`src/rtl/core/fcpp_pkg.sv`:
```
// Package for the framed command packet parser core.
// Holds the parse phase enum, register indexes, status codes and the result type.
// No dependencies.
`timescale 1ns / 1ps
`default_nettype none

package fcpp_pkg;

  // Parse phases; codes above PH_CHECK act as hunting
  typedef enum logic [2:0] {
    PH_HUNT  = 3'd0,
    PH_SYNC1 = 3'd1,
    PH_CMD   = 3'd2,
    PH_LEN   = 3'd3,
    PH_DATA  = 3'd4,
    PH_CHECK = 3'd5
  } phase_e;

  // Configuration register indexes
  localparam logic CFG_SYNC_FIRST  = 1'b0;
  localparam logic CFG_SYNC_SECOND = 1'b1;

  // Reset values of the sync registers
  localparam logic [7:0] SYNC_FIRST_RST  = 8'hAA;
  localparam logic [7:0] SYNC_SECOND_RST = 8'hAF;

  // Result kinds
  localparam logic KIND_PAYLOAD   = 1'b0;
  localparam logic KIND_FRAME_END = 1'b1;

  // Frame end status codes
  localparam logic [1:0] STATUS_OK      = 2'd0;
  localparam logic [1:0] STATUS_BAD_SUM = 2'd1;
  localparam logic [1:0] STATUS_TOO_LONG = 2'd2;

  // One result beat
  typedef struct packed {
    logic       kind;
    logic [7:0] pbyte;
    logic [4:0] index;
    logic [7:0] command;
    logic [7:0] length;
    logic [1:0] status;
  } result_t;

endpackage

`default_nettype wire

```
`src/rtl/core/framed_command_packet_parser_core.sv`:
```
// Framed command packet parser: sync hunt, header capture, payload tagging
// and additive checksum check. Depends on fcpp_pkg.
`timescale 1ns / 1ps
`default_nettype none

// Results are registered: each result enters the output buffer when its byte is accepted.
// Throughput: one byte per cycle while the skid entry is empty; the phase and
// checksum update is a short 8-bit sum (four terms at the length byte) and
// compare done in the accept cycle. A two-entry output buffer (output register
// plus skid) keeps bytes flowing for one extra result while the sink stalls.
// Reset (rst_ni low, asynchronous) returns to hunting, empties the output
// buffer and loads the sync registers with 0xAA and 0xAF.
module framed_command_packet_parser_core #(
  parameter int MAX_PAYLOAD = 32
) (
  input  wire logic       clk_i,
  input  wire logic       rst_ni,
  // configuration write port
  input  wire logic       cfg_we_i,
  input  wire logic       cfg_idx_i,
  input  wire logic [7:0] cfg_data_i,
  // input beats
  input  wire logic       in_valid_i,
  output logic            in_ready_o,
  input  wire logic [7:0] rx_byte_i,
  // result beats
  output logic            out_valid_o,
  input  wire logic       out_ready_i,
  output logic            result_kind_o,
  output logic [7:0]      payload_byte_o,
  output logic [4:0]      payload_index_o,
  output logic [7:0]      frame_command_o,
  output logic [7:0]      frame_length_o,
  output logic [1:0]      frame_status_o
);
  import fcpp_pkg::*;

  localparam int CNT_W = $clog2(MAX_PAYLOAD + 1);
  localparam logic [7:0] MAX_LEN = 8'(MAX_PAYLOAD);

  // Configuration registers
  logic [7:0] sync_first_q, sync_second_q;

  // Parser state
  phase_e           phase_q, phase_d;
  logic [7:0]       cmd_q, cmd_d;
  logic [7:0]       len_q, len_d;
  logic [CNT_W-1:0] cnt_q, cnt_d;
  logic [7:0]       sum_q, sum_d;

  // Output buffer
  result_t out_q, skid_q, res;
  logic    out_valid_q, skid_valid_q;
  logic    res_valid;
  logic    accept, pop;

  logic [CNT_W-1:0] cnt_inc;
  logic [7:0]       cnt_ext;

  assign in_ready_o = !skid_valid_q;
  assign accept     = in_valid_i && in_ready_o;
  assign pop        = out_valid_q && out_ready_i;
  assign cnt_inc    = cnt_q + CNT_W'(1);
  assign cnt_ext    = 8'(cnt_q);

  // Write sync registers
  always_ff @(posedge clk_i or negedge rst_ni) begin
    if (!rst_ni) begin
      sync_first_q  <= SYNC_FIRST_RST;
      sync_second_q <= SYNC_SECOND_RST;
    end else if (cfg_we_i) begin
      unique case (cfg_idx_i)
        CFG_SYNC_FIRST:  sync_first_q  <= cfg_data_i;
        CFG_SYNC_SECOND: sync_second_q <= cfg_data_i;
        default:         sync_first_q  <= sync_first_q;
      endcase
    end
  end

  // Next phase, header capture, checksum and result for the accepted beat
  always_comb begin
    phase_d   = phase_q;
    cmd_d     = cmd_q;
    len_d     = len_q;
    cnt_d     = cnt_q;
    sum_d     = sum_q;
    res_valid = 1'b0;
    res.kind    = KIND_PAYLOAD;
    res.pbyte   = 8'd0;
    res.index   = 5'd0;
    res.command = cmd_q;
    res.length  = len_q;
    res.status  = STATUS_OK;
    unique case (phase_q)
      PH_SYNC1: begin
        phase_d = (rx_byte_i == sync_second_q) ? PH_CMD : PH_HUNT;
      end
      PH_CMD: begin
        cmd_d   = rx_byte_i;
        phase_d = PH_LEN;
      end
      PH_LEN: begin
        len_d      = rx_byte_i;
        cnt_d      = '0;
        res.length = rx_byte_i;
        if (rx_byte_i > MAX_LEN) begin
          phase_d    = PH_HUNT;
          res_valid  = 1'b1;
          res.kind   = KIND_FRAME_END;
          res.status = STATUS_TOO_LONG;
        end else begin
          sum_d   = sync_first_q + sync_second_q + cmd_q + rx_byte_i;
          phase_d = (rx_byte_i == 8'd0) ? PH_CHECK : PH_DATA;
        end
      end
      PH_DATA: begin
        sum_d     = sum_q + rx_byte_i;
        cnt_d     = cnt_inc;
        res_valid = 1'b1;
        res.pbyte = rx_byte_i;
        res.index = cnt_ext[4:0];
        if (8'(cnt_inc) >= len_q) begin
          phase_d = PH_CHECK;
        end
      end
      PH_CHECK: begin
        phase_d    = PH_HUNT;
        res_valid  = 1'b1;
        res.kind   = KIND_FRAME_END;
        res.status = (rx_byte_i == sum_q) ? STATUS_OK : STATUS_BAD_SUM;
      end
      default: begin
        phase_d = (rx_byte_i == sync_first_q) ? PH_SYNC1 : PH_HUNT;
      end
    endcase
  end

  // Advance parser state on each accepted beat
  always_ff @(posedge clk_i or negedge rst_ni) begin
    if (!rst_ni) begin
      phase_q <= PH_HUNT;
      cmd_q   <= '0;
      len_q   <= '0;
      cnt_q   <= '0;
      sum_q   <= '0;
    end else if (accept) begin
      phase_q <= phase_d;
      cmd_q   <= cmd_d;
      len_q   <= len_d;
      cnt_q   <= cnt_d;
      sum_q   <= sum_d;
    end
  end

  // Output register and skid: drain skid first, park a new result when stalled
  always_ff @(posedge clk_i or negedge rst_ni) begin
    if (!rst_ni) begin
      out_valid_q  <= 1'b0;
      skid_valid_q <= 1'b0;
    end else if (skid_valid_q) begin
      if (pop) begin
        out_valid_q  <= 1'b1;
        skid_valid_q <= 1'b0;
      end
    end else if (accept && res_valid) begin
      if (!out_valid_q || pop) begin
        out_valid_q <= 1'b1;
      end else begin
        skid_valid_q <= 1'b1;
      end
    end else if (pop) begin
      out_valid_q <= 1'b0;
    end
  end

  // Output buffer payload
  always_ff @(posedge clk_i) begin
    if (skid_valid_q) begin
      if (pop) begin
        out_q <= skid_q;
      end
    end else if (accept && res_valid) begin
      if (!out_valid_q || pop) begin
        out_q <= res;
      end else begin
        skid_q <= res;
      end
    end
  end

  assign out_valid_o     = out_valid_q;
  assign result_kind_o   = out_q.kind;
  assign payload_byte_o  = out_q.pbyte;
  assign payload_index_o = out_q.index;
  assign frame_command_o = out_q.command;
  assign frame_length_o  = out_q.length;
  assign frame_status_o  = out_q.status;

  // Skid only fills behind a held output
  a_skid_behind_out : assert property (@(posedge clk_i) disable iff (!rst_ni)
    skid_valid_q |-> out_valid_q)
    else $error("skid entry valid without output entry");

  // Payload count stays below the declared length while in data
  a_cnt_bound : assert property (@(posedge clk_i) disable iff (!rst_ni)
    (phase_q == PH_DATA) |-> (8'(cnt_q) < len_q))
    else $error("payload count reached length inside data phase");

  // Data phase is only entered with a legal nonzero length
  a_len_legal : assert property (@(posedge clk_i) disable iff (!rst_ni)
    (phase_q == PH_DATA) |-> (len_q != 8'd0 && len_q <= MAX_LEN))
    else $error("data phase with illegal length");

  // Payload results never carry a frame status
  a_payload_status : assert property (@(posedge clk_i) disable iff (!rst_ni)
    (out_valid_q && out_q.kind == KIND_PAYLOAD) |-> (out_q.status == STATUS_OK))
    else $error("payload result with nonzero status");

  // A length error leaves the parser hunting
  a_too_long_hunt : assert property (@(posedge clk_i) disable iff (!rst_ni)
    (accept && phase_q == PH_LEN && rx_byte_i > MAX_LEN) |=> (phase_q == PH_HUNT))
    else $error("parser not hunting after length error");

endmodule

`default_nettype wire
```
`config.mk`:
```
export PLATFORM = sky130hd
export DESIGN_NAME = framed_command_packet_parser_core
export DESIGN_NICKNAME = d
export VERILOG_FILES = /design/src/rtl/core/fcpp_pkg.sv /design/src/rtl/core/framed_command_packet_parser_core.sv
export SDC_FILE = /design/constraint.sdc
export NUM_CORES = 1
export LEC_CHECK = 0
export BUFFER_PORTS_ARGS = -buffer_cell sky130_fd_sc_hd__buf_2
export CAP_MARGIN = 10
export CORE_MARGIN = 3
export CORE_UTILIZATION = 54
export DETAILED_ROUTE_END_ITERATION = 12
export PLACE_DENSITY = 0.76
export SETUP_SLACK_MARGIN = 0.15
export SYNTH_ARGS = -nofsm -noshare
export SYNTH_HDL_FRONTEND = slang
export SYNTH_SLANG_ARGS = --single-unit
```
`constraint.sdc`:
```
create_clock -name clk_i -period 4.1 [get_ports clk_i]
set_input_delay 0.41 -clock clk_i [delete_from_list [all_inputs] [get_ports clk_i]]
set_output_delay 0.41 -clock clk_i [all_outputs]
set_load 0.01 [all_outputs]
```
==> results of run 1 <==
-- where the power goes --
group	internal (mW)	total (mW)	switching, mW
combinational	0.807	1.88	1.08
sequential	1.56	1.74	0.174
clock	0.959	1.44	0.480
-- worst max path at each step --
stage                startpoint  slack (ps)         to
4_1_cts        sync_second_q[1]         800   sum_q[7]
6_report       sync_second_q[1]         800   sum_q[7]
3_5_place_dp       rx_byte_i[1]         710   sum_q[7]
2_1_floorplan      rx_byte_i[1]         270  skid_q[0]
5_1_grt         sync_first_q[1]         580   sum_q[7]
3_3_place_gp       rx_byte_i[1]         740   sum_q[7]
-- area by class of cell --
cell class	instances	share of cell area
clock buffers	23	0.06523
clock inverters	8	0.01622
inverters	50	0.02673
multi-input cells	339	0.3650
flip-flops and latches	115	0.4573
well taps	140	0.02495
repair buffers	60	0.04456
-- state kept, by name, summed over array words and instances (netlist names), 8 cells and up --
register	flops
cmd_q	8
frame_command_o	8
frame_length_o	8
len_q	8
payload_byte_o	8
skid_q	32
sum_q	8
sync_first_q	8
sync_second_q	8
-- cell families after synthesis --
family,Yosys count
buffers and inverters,70
xor gates and xnor gates,22
and+or+nand+nor,138
AOI/OAI and AO/OA,99
adders and majority gates,43
muxes,37
DFF,115
-- stage by stage --
stage	utilization	hold WS, ps	cell area [µm²]	worst slack (ps)
after floorplan	-	114.4	6071	268.2
after global placement	0.5897	452.8	6449	743.5
after detailed placement	0.5897	464.3	6449	712.0
after CTS	0.6420	143.0	7020	801.7
after global routing	0.6420	176.5	7020	578.3
final	0.6420	120.6	7020	803.8
-- synth_stat cells (3+ instances only) --
| cell | number |
|---|---|
| fa_1 | 15 |
| nand2b_1 | 5 |
| a22o_1 | 4 |
| ha_1 | 28 |
| mux2_2 | 35 |
| nor2b_1 | 5 |
| nand4_1 | 3 |
| o31ai_1 | 6 |
| a211oi_1 | 3 |
| a2bb2oi_1 | 3 |
| and3_1 | 8 |
| a31oi_1 | 5 |
| nor2_1 | 24 |
| xor2_1 | 7 |
| nand3_1 | 8 |
| nor4_1 | 4 |
| xnor2_1 | 15 |
| buf_2 | 7 |
| o21ai_1 | 12 |
| inv_1 | 48 |
| a21o_1 | 3 |
| nand2_1 | 62 |
| dfrtp_1 | 41 |
| a21oi_1 | 14 |
| buf_6 | 4 |
| nor3_1 | 6 |
| edfxtp_1 | 64 |
| o21ai_0 | 36 |
| clkbuf_1 | 7 |
| dfstp_2 | 10 |
-- per-layer routing --
| metal | up-vias | global-route usage | wire [µm] |
|---|---|---|---|
| met1 | 2021 | 0.3106 | 5717 |
| met3 | 35 | 0.06361 | 935 |
| li1 | 1953 | - | - |
| met2 | 163 | 0.3565 | 6364 |
| met5 | - | 0 | 0 |
| met4 | 0 | 0.1042 | 379 |
-- worst reg2reg max path, delay by kind of cell (launching register included) --
kind                     cells  cell delay [ps]
flip-flops                   1              550
XOR/XNOR                     1              130
buffers and inverters        2               90
AO/OA/AOI/OAI                4              650
AND/OR/NAND/NOR              1              150
adder cells (fa/ha/maj)      4             1620
==> flow_summary.yaml, run 1 <==
run_status:
  status: "complete, no violations"
worst_setup_path:
  critPathTopFamily: "adder cells"
  rr_startpoint: "sync_second_q[1]"
  cp.depth: 12
  critPathMaxStageDelay_ps: 550
  worstRegToRegCells: 12
  cp.required_ps: 4400
  path_buf_inv: 2
  cp-start-kind: "flip-flop"
  slowest_stage: "dfstp_2"
  r2r-end: "sum_q[7]"
  end_kind: "flip-flop"
  crit_chain: "inv_1 -> fa_1 -> fa_1 -> inv_1 -> ha_1 -> fa_1 -> a211oi_1 -> o21bai_1 -> a21oi_1 -> xnor2_1 -> o21ai_0 -> and3_1"
  crit_top_cell: "fa_1"
  reg2reg_slack_ps: 800
  worst-path-max-fanout: 3
  crit_arrival_ps: 3600
  worstSetupPathType: "reg -> reg"
sta:
  final.period_utilization: 0.8039
  timing.slew.headroom: 0.2319
  slew_violations: 0
  finalClockSkew_ps: 8.216
  clock.fmax_mhz: 303.4
  tightest_slew_ps: 1152
  finalHoldViolCount: 0
  period_minus_slack_ps: 3296
  rsz0062_at_grt: "no"
  tns_ps: 0
  setup_viol: 0
synthesis:
  synthMuxAreaShare: 0.06987
  synth_ff_type: "edfxtp_1"
  synth.distinct_cells: 55
  synth_fa_ha_area_frac: 0.1072
  synthArstFlopShare: 0.4435
  synth_enable_flop_cells: 64
  synth-xor-area-share: 0.03174
  yosys.area.top_type: "edfxtp_1"
  synth_area_um2: 6071
  seq_area_frac_synth: 0.5289
  synth_top_cell_area_share: 0.3166
  synth.avg_cell_area_um2: 11.59
  synth.net_count: 589
  ys_warn_count: 0
  synth_top_family_by_area: "simple AND/OR/NAND/NOR gates"
  synth-simple-area-share: 0.1115
  ys_ff_latch: 115
  synth_area_leaders: "edfxtp_1 32%, dfrtp_1 17%, mux2_2 6.5%"
  synth_compound_area_frac: 0.09996
  syn_inst: 524
global_routing:
  grt_pass1_wl_um: 22080
  antenna_found_initial: 0
  grt-ovfl-total: 0
  first_global_vias: 4129
  gr-usage-all-layers: 0.2316
  grt_max_degree: 52
finish:
  num_antenna_cells: 0
  seq_area_um2: 3211
  area_delta_synth_final_pct: 15.64
  multi_input_comb_area_um2: 2562
  layout-drive-gt1-share: 0.2471
  layout_common_cells: "64 x edfxtp_1, 62 x nand2_1, 55 x buf_2, 48 x inv_1, 41 x dfrtp_1"
  nets: 648
  stdcell_count: 735
  fillers: 853
  layout_commonest_cell: "edfxtp_1"
place:
  gp_congestion: 0.8834
  post-dp-hpwl_um: 9473
  io_buffers: 55
  dp_cells: 704
pwr:
  p_total_mw: 5.060
  power_density_nw_per_um2: 720.8
  vdd_drop_max_mv: 0.4145
  power.leakage_nw: 3.050
detailed_routing:
  drt_iter0_drc: 244
  num_vias: 4172
  final_antenna_net_count: 0
  drt-pass1-iter-count: 5
  wl_per_cell_um: 18.23
  drt-total-wl_um: 13400
  drc_errors: 0
  via_per_inst: 5.676
clock_tree:
  cts.sinks: 115
  clock-root-buffer: "clkbuf_16"
  cts-buffers-inserted: 17
  cts_tree: "yes"
  cts_hold_buf: 0
  cts_setup_buffers: 0
  clkTransAtPathRegs_ps: 50
  htree_levels: 4
  worstSkewPairLatency_ps: 410
  ctsResizeCount: 0
  clock_path_buffers: 2
floorplanning:
  start_util: 0.5551
  num_rows: 38
  die_h_um: 112.0
  die_x_um: 112.0
  core_um2: 10940
  die-area_um2: 12550
  ios: 56
worst_hold_path:
  min_path_type: "in -> async"
flow_run:
  maxCapViolCount: 0
No activity file was read; power rests on OpenSTA's default activity.
==> run 2: changes to the inputs <==
- CORE_UTILIZATION: 54 -> 60
- PLACE_DENSITY: 0.76 -> 0.8
- clock period: 4.1 -> 3.15 ns (I/O delays scaled with it)
==> run 2 against run 1 <==
  * Combinational power increased by 46%
  * Die area decreased by 9.5%
  * Total power increased by 34%
  * Non-clock buffer count increased by 17
  * Maximum frequency increased by 6.1%
  * Worst setup slack got worse by 760 ps
  * Critical path type unchanged
==> flow_summary.yaml, run 2 (same netlist as run 1, synthesis figures left out) <==
run_status:
  status: "complete, no violations"
clock_tree:
  cts_tree: "yes"
  cts-buffers-inserted: 17
  clock_path_buffers: 2
  htree_levels: 4
  clkTransAtPathRegs_ps: 60
  cts.sinks: 115
  worstSkewPairLatency_ps: 520
  clock-root-buffer: "clkbuf_8"
detailed_routing:
  via_per_inst: 5.740
  wl_met1_um: 5774
  wl_per_cell_um: 18.33
  dr_wl_met2_um: 6632
  route.met3.wl_um: 827
  drt_iter0_drc: 375
  drt-total-wl_um: 13670
  top_layer: "met4"
  drc_errors: 0
  num_vias: 4282
  final_antenna_net_count: 0
  drt-pass1-iter-count: 6
finish:
  num_antenna_cells: 0
  area_delta_synth_final_pct: 18.53
  nets: 665
  layout-drive-gt1-share: 0.2887
  layout_common_cells: "64 x edfxtp_1, 62 x nand2_1, 55 x buf_2, 45 x inv_1, 41 x dfrtp_1"
  final_cell_area_um2: 7196
  largest_reg_flops: 32
  layout_commonest_cell: "edfxtp_1"
  largest_register: "skid_q"
floorplanning:
  ios: 56
  core_um2: 9819
  start_util: 0.6182
  die_x_um: 106.6
  die-area_um2: 11360
  die_h_um: 106.6
  num_rows: 36
global_routing:
  gr-usage-all-layers: 0.2532
  antenna_found_initial: 0
  grt_pass1_wl_um: 21820
  first_global_vias: 4274
  grt-ovfl-total: 0
  grt_max_degree: 33
sta:
  slew_violations: 0
  setup_viol: 0
  clock.fmax_mhz: 321.8
  timing.slew.headroom: 0.1742
  tightest_slew_ps: 1239
  finalClockSkew_ps: 7.290
  final.period_utilization: 0.9865
  tns_ps: 0
  finalHoldViolCount: 0
  rsz0062_at_grt: "yes"
  period_minus_slack_ps: 3107
worst_setup_path:
  cp-start-kind: "flip-flop"
  worstSetupPathType: "reg -> reg"
  crit_arrival_ps: 3500
  end_kind: "flip-flop"
  worst-path-max-fanout: 2
  cp.required_ps: 3550
place:
  post-dp-hpwl_um: 9446
  io_buffers: 55
  post_dp_cell_area_um2: 6549
  gp_congestion: 0.9276
pwr:
  vdd_drop_max_mv: 0.4921
  power_density_nw_per_um2: 944.7
  power.leakage_nw: 3.120
worst_hold_path:
  min_path_type: "in -> reg"
flow_run:
  maxCapViolCount: 0
==> run 2: cell types whose count changed in the layout (fill, tap and decap cells not counted), sizes merged <==
cell,before,now
clkinvlp,0,4
clkinv,5,6
dlygate4sd3,0,1
clkbuf,23,18
buf,60,76
bufinv,3,2
inv,50,52
==> run 2: metal layers <==
metal | global-route usage | up-vias
li1 | - | 1979
met1 | 0.3287 | 2088
met2 | 0.4033 | 171
met3 | 0.06803 | 44
met4 | 0.1105 | 0
met5 | 0 | -
==> run 2: worst paths after layout <==
| path | slack [ps] | cells after the start | to | start |
|---|---|---|---|---|
| max in group asynchronous | 1890 | 3 | sync_second_q[3] | rst_ni |
| worst max-delay path | 40 | 12 | sum_q[5] | sync_second_q[1] |
| min in group asynchronous | 430 | 2 | len_q[1] | rst_ni |
| worst min register to register | 470 | 0 | skid_q[15] | cmd_q[5] |
| worst min-delay path | 20 | 3 | sync_first_q[1] | cfg_data_i[1] |
| worst max register to register | 40 | 12 | sum_q[5] | sync_second_q[1] |
==> run 2: metrics by stage <==
step / power (mW) / setup slack (ps) / cells / utilization / hold slack [ps]
after CTS: 6.650 / 49.82 / 745 / 0.7286 / 9.510
after global routing: 7.225 / -82.13 / 746 / 0.7328 / 30.80
final: 6.798 / 42.66 / 746 / 0.7328 / 16.65
after global placement: 4.611 / 84.96 / 708 / 0.6669 / 388.4
after detailed placement: 4.727 / 2.213 / 708 / 0.6669 / 398.6
after floorplan: 4.116 / 150.5 / 524 / - / 19.41
==> run 2: final cells by class <==
| type | instances | area (µm²) |
|---|---|---|
| Tap cell | 133 | 166.4 |
| Multi-Input combinational cell | 339 | 2629 |
| Timing Repair Buffer | 77 | 446.7 |
| Fill cell | 661 | 2624 |
| Clock buffer | 18 | 417.9 |
| Sequential cell | 115 | 3211 |
| Inverter | 50 | 187.7 |
| Clock inverter | 14 | 137.6 |
==> run 2: repair_timing <==
| item | in CTS | in global routing |
|---|---|---|
| hold endpoints to repair | 25 | 0 |
| hold buffers | 1 | 0 |
| resized for setup | 6 | 8 |
| setup endpoints to repair | 3 | 4 |
| buffers inserted | 4 | 1 |
| pin swaps | 11 | 11 |
==> run 2: power breakdown <==
group	leakage, nW	switching (mW)	internal [mW]
logic	1.66	1.53	1.22
registers	1.20	0.228	2.03
clock network	0.260	0.672	1.12
total	3.12	2.43	4.37
==> run 2: worst max-delay path, stage by stage (launching register included) <==
cell	delay (ps)
dfstp_2	540
inv_2	40
fa_1	470
fa_1	510
inv_2	50
ha_4	150
fa_2	360
buf_4	150
buf_6	110
a21o_1	160
a211oi_2	200
a2bb2oi_1	170
a21oi_1	80
==> run 3: changes to the inputs <==
- ABC_AREA: default -> 1
==> run 3 against run 2 <==
  * Utilization up 0.66 points
  * Worst setup slack better by 210 ps
  * Synthesized cell count up 29%
  * First-iteration DRC count down 14%
  * Die area up 1.9%
  * Synthesized area up 2.0%
  * Register-to-register slack better by 210 ps
  * Cell count up 19%
  * Combinational power down 80%
  * Design area up 1.8%
  * Via count up 13%
  * Critical path type unchanged
  * Highest routed layer unchanged
==> flow_summary.yaml, run 3 <==
run_status:
  status: "complete, no violations"
global_routing:
  grt_pass1_wl_um: 24750
  grt_max_degree: 41
  gr-usage-all-layers: 0.2858
  first_global_vias: 4884
  antenna_found_initial: 0
  grt-ovfl-total: 0
place:
  io_buffers: 55
  pre_cts_ws_ps: 146.8
  dp_cells: 859
  post-dp-hpwl_um: 10660
  gp_congestion: 0.9640
clock_tree:
  cts_tree: "yes"
  worstSkewPairLatency_ps: 520
  cts.sinks: 115
  cts-buffers-inserted: 17
  clock_path_buffers: 2
  clock-root-buffer: "clkbuf_8"
  htree_levels: 4
  clkTransAtPathRegs_ps: 60
synthesis:
  ys_ff_latch: 115
  synth.net_count: 740
  synth_ff_type: "edfxtp_1"
  synthArstFlopShare: 0.4435
  seq_area_frac_synth: 0.5183
  yosys.area.top_type: "edfxtp_1"
  ys_warn_count: 0
  synth_top_cell_area_share: 0.3102
  syn_inst: 675
  synth.distinct_cells: 40
  synth.avg_cell_area_um2: 9.177
  synth_area_leaders: "edfxtp_1 31%, dfrtp_1 17%, nand2_1 13%"
  synthTopCellsByCount: "207 x nand2_1, 94 x inv_1, 64 x edfxtp_1"
  synth.most_common_cell: "nand2_1"
  synth_enable_flop_cells: 64
  synth_area_um2: 6195
pwr:
  p_sw_frac: 0.2450
  p_comb_frac: 0.133
  clkPwrFrac: 0.478
  vdd_drop_max_mv: 0.3652
  p_total_mw: 4.217
  power_density_nw_per_um2: 575.5
  p_switching_mw: 1.033
  power.leakage_nw: 3.606
  power.internal_mw: 3.184
  seq_power_share: 0.389
worst_setup_path:
  worstSetupPathType: "reg -> reg"
  end_kind: "flip-flop"
  cp-start-kind: "flip-flop"
  cp.required_ps: 3610
  worst-path-max-fanout: 3
  crit_arrival_ps: 3350
detailed_routing:
  num_vias: 4858
  drt-pass1-iter-count: 5
  drt-total-wl_um: 15080
  drt_iter0_drc: 322
  wl_per_cell_um: 16.93
  via_per_inst: 5.452
  final_antenna_net_count: 0
  drc_errors: 0
finish:
  stdcell_count: 891
  nets: 812
  fillers: 757
  largest_reg_flops: 32
  largest_register: "skid_q"
  layout_common_cells: "207 x nand2_1, 92 x inv_1, 64 x edfxtp_1, 57 x o21ai_0, 55 x buf_2"
  final_util: 0.7394
  num_antenna_cells: 0
  seq_area_um2: 3211
  area_delta_synth_final_pct: 18.28
  layout_commonest_cell: "nand2_1"
  multi_input_comb_area_um2: 2560
  layout-drive-gt1-share: 0.1807
floorplanning:
  die_h_um: 107.6
  start_util: 0.6251
  die_x_um: 107.6
  core_um2: 9910
  ios: 56
  num_rows: 36
  die-area_um2: 11580
sta:
  clock.fmax_mhz: 345.5
  final.period_utilization: 0.9190
  fin_ws_ps: 255.2
  setup_viol: 0
  tns_ps: 0
  timing.slew.headroom: 0.4923
  period_minus_slack_ps: 2895
  rsz0062_at_grt: "yes"
  finalHoldViolCount: 0
  finalClockSkew_ps: 8.414
  slew_violations: 0
  tightest_slew_ps: 761.5
flow_run:
  maxCapViolCount: 0
worst_hold_path:
  min_path_type: "in -> reg"
==> run 3: layout make-up <==
class,count,area share
flip-flops and latches,115,0.4382
inverters,101,0.05208
well taps,133,0.02271
repair buffers,70,0.05499
clock inverters,12,0.02561
clock buffers,18,0.05704
multi-input cells,442,0.3494
==> run 3: timing repair <==
action | in CTS | in global routing
buffers inserted | 0 | 1
setup endpoints to repair | 1 | 5
hold buffers | 1 | 0
pin swaps | 0 | 6
hold endpoints to repair | 20 | 0
resized for setup | 1 | 6
==> run 3: through the flow <==
stage          instance area (µm²)  hold WS, ps
2_1_floorplan                 6198        19.41
3_3_place_gp                  6680        388.9
3_5_place_dp                  6680        419.2
4_1_cts                       7298        10.15
5_1_grt                       7327        46.74
6_report                      7327        24.50
==> run 3: worst paths after layout <==
kind / from / endpoint / slack [ps] / cells after the start
setup / recovery: sync_first_q[1] / sum_q[7] / 260 / 15
hold / removal: cfg_data_i[0] / sync_second_q[0] / 20 / 3
setup reg to reg: sync_first_q[1] / sum_q[7] / 260 / 15
hold reg to reg: cmd_q[6] / skid_q[16] / 480 / 0
max in group asynchronous: rst_ni / cmd_q[4] / 1950 / 3
min in group asynchronous: rst_ni / sum_q[2] / 400 / 2
==> run 3: metal layers <==
metal	global-route usage	share of wire	vias to the layer above	wire, µm
li1	-	-	2324	-
met5	0	0	-	0
met1	0.3914	0.44	2299	6591
met2	0.4418	0.46	200	7000
met3	0.06839	0.071	35	1075
met4	0.1145	0.028	0	415
==> run 3: worst max-delay path, stage by stage (launching register included) <==
cell	delay, ps
dfstp_2	550
inv_1	60
fa_1	450
fa_1	480
inv_1	40
ha_2	190
fa_2	410
inv_2	70
nor3_1	50
nor2_1	130
inv_1	60
nand3_1	80
nand3_1	80
nand2_1	80
nand2_1	50
nand2_1	50
==> run 3: logic make-up after synthesis <==
group,share of synthesized area
xor gates and xnor gates,0.01555
AOI/OAI and AO/OA,0.07958
adders and majority gates,0.1050
and+or+nand+nor,0.2070
DFF,0.5183
buffers and inverters,0.07453
==> run 3: power by group through the flow <==
stage | Combinational (mW) | Sequential, mW | Clock [mW]
final | 0.560 | 1.64 | 2.01
after global routing | 0.643 | 1.65 | 2.11
after CTS | 0.538 | 1.64 | 2.03
after detailed placement | 0.529 | 1.67 | 0
after global placement | 0.519 | 1.67 | 0
after floorplan | 0.371 | 1.66 | 0
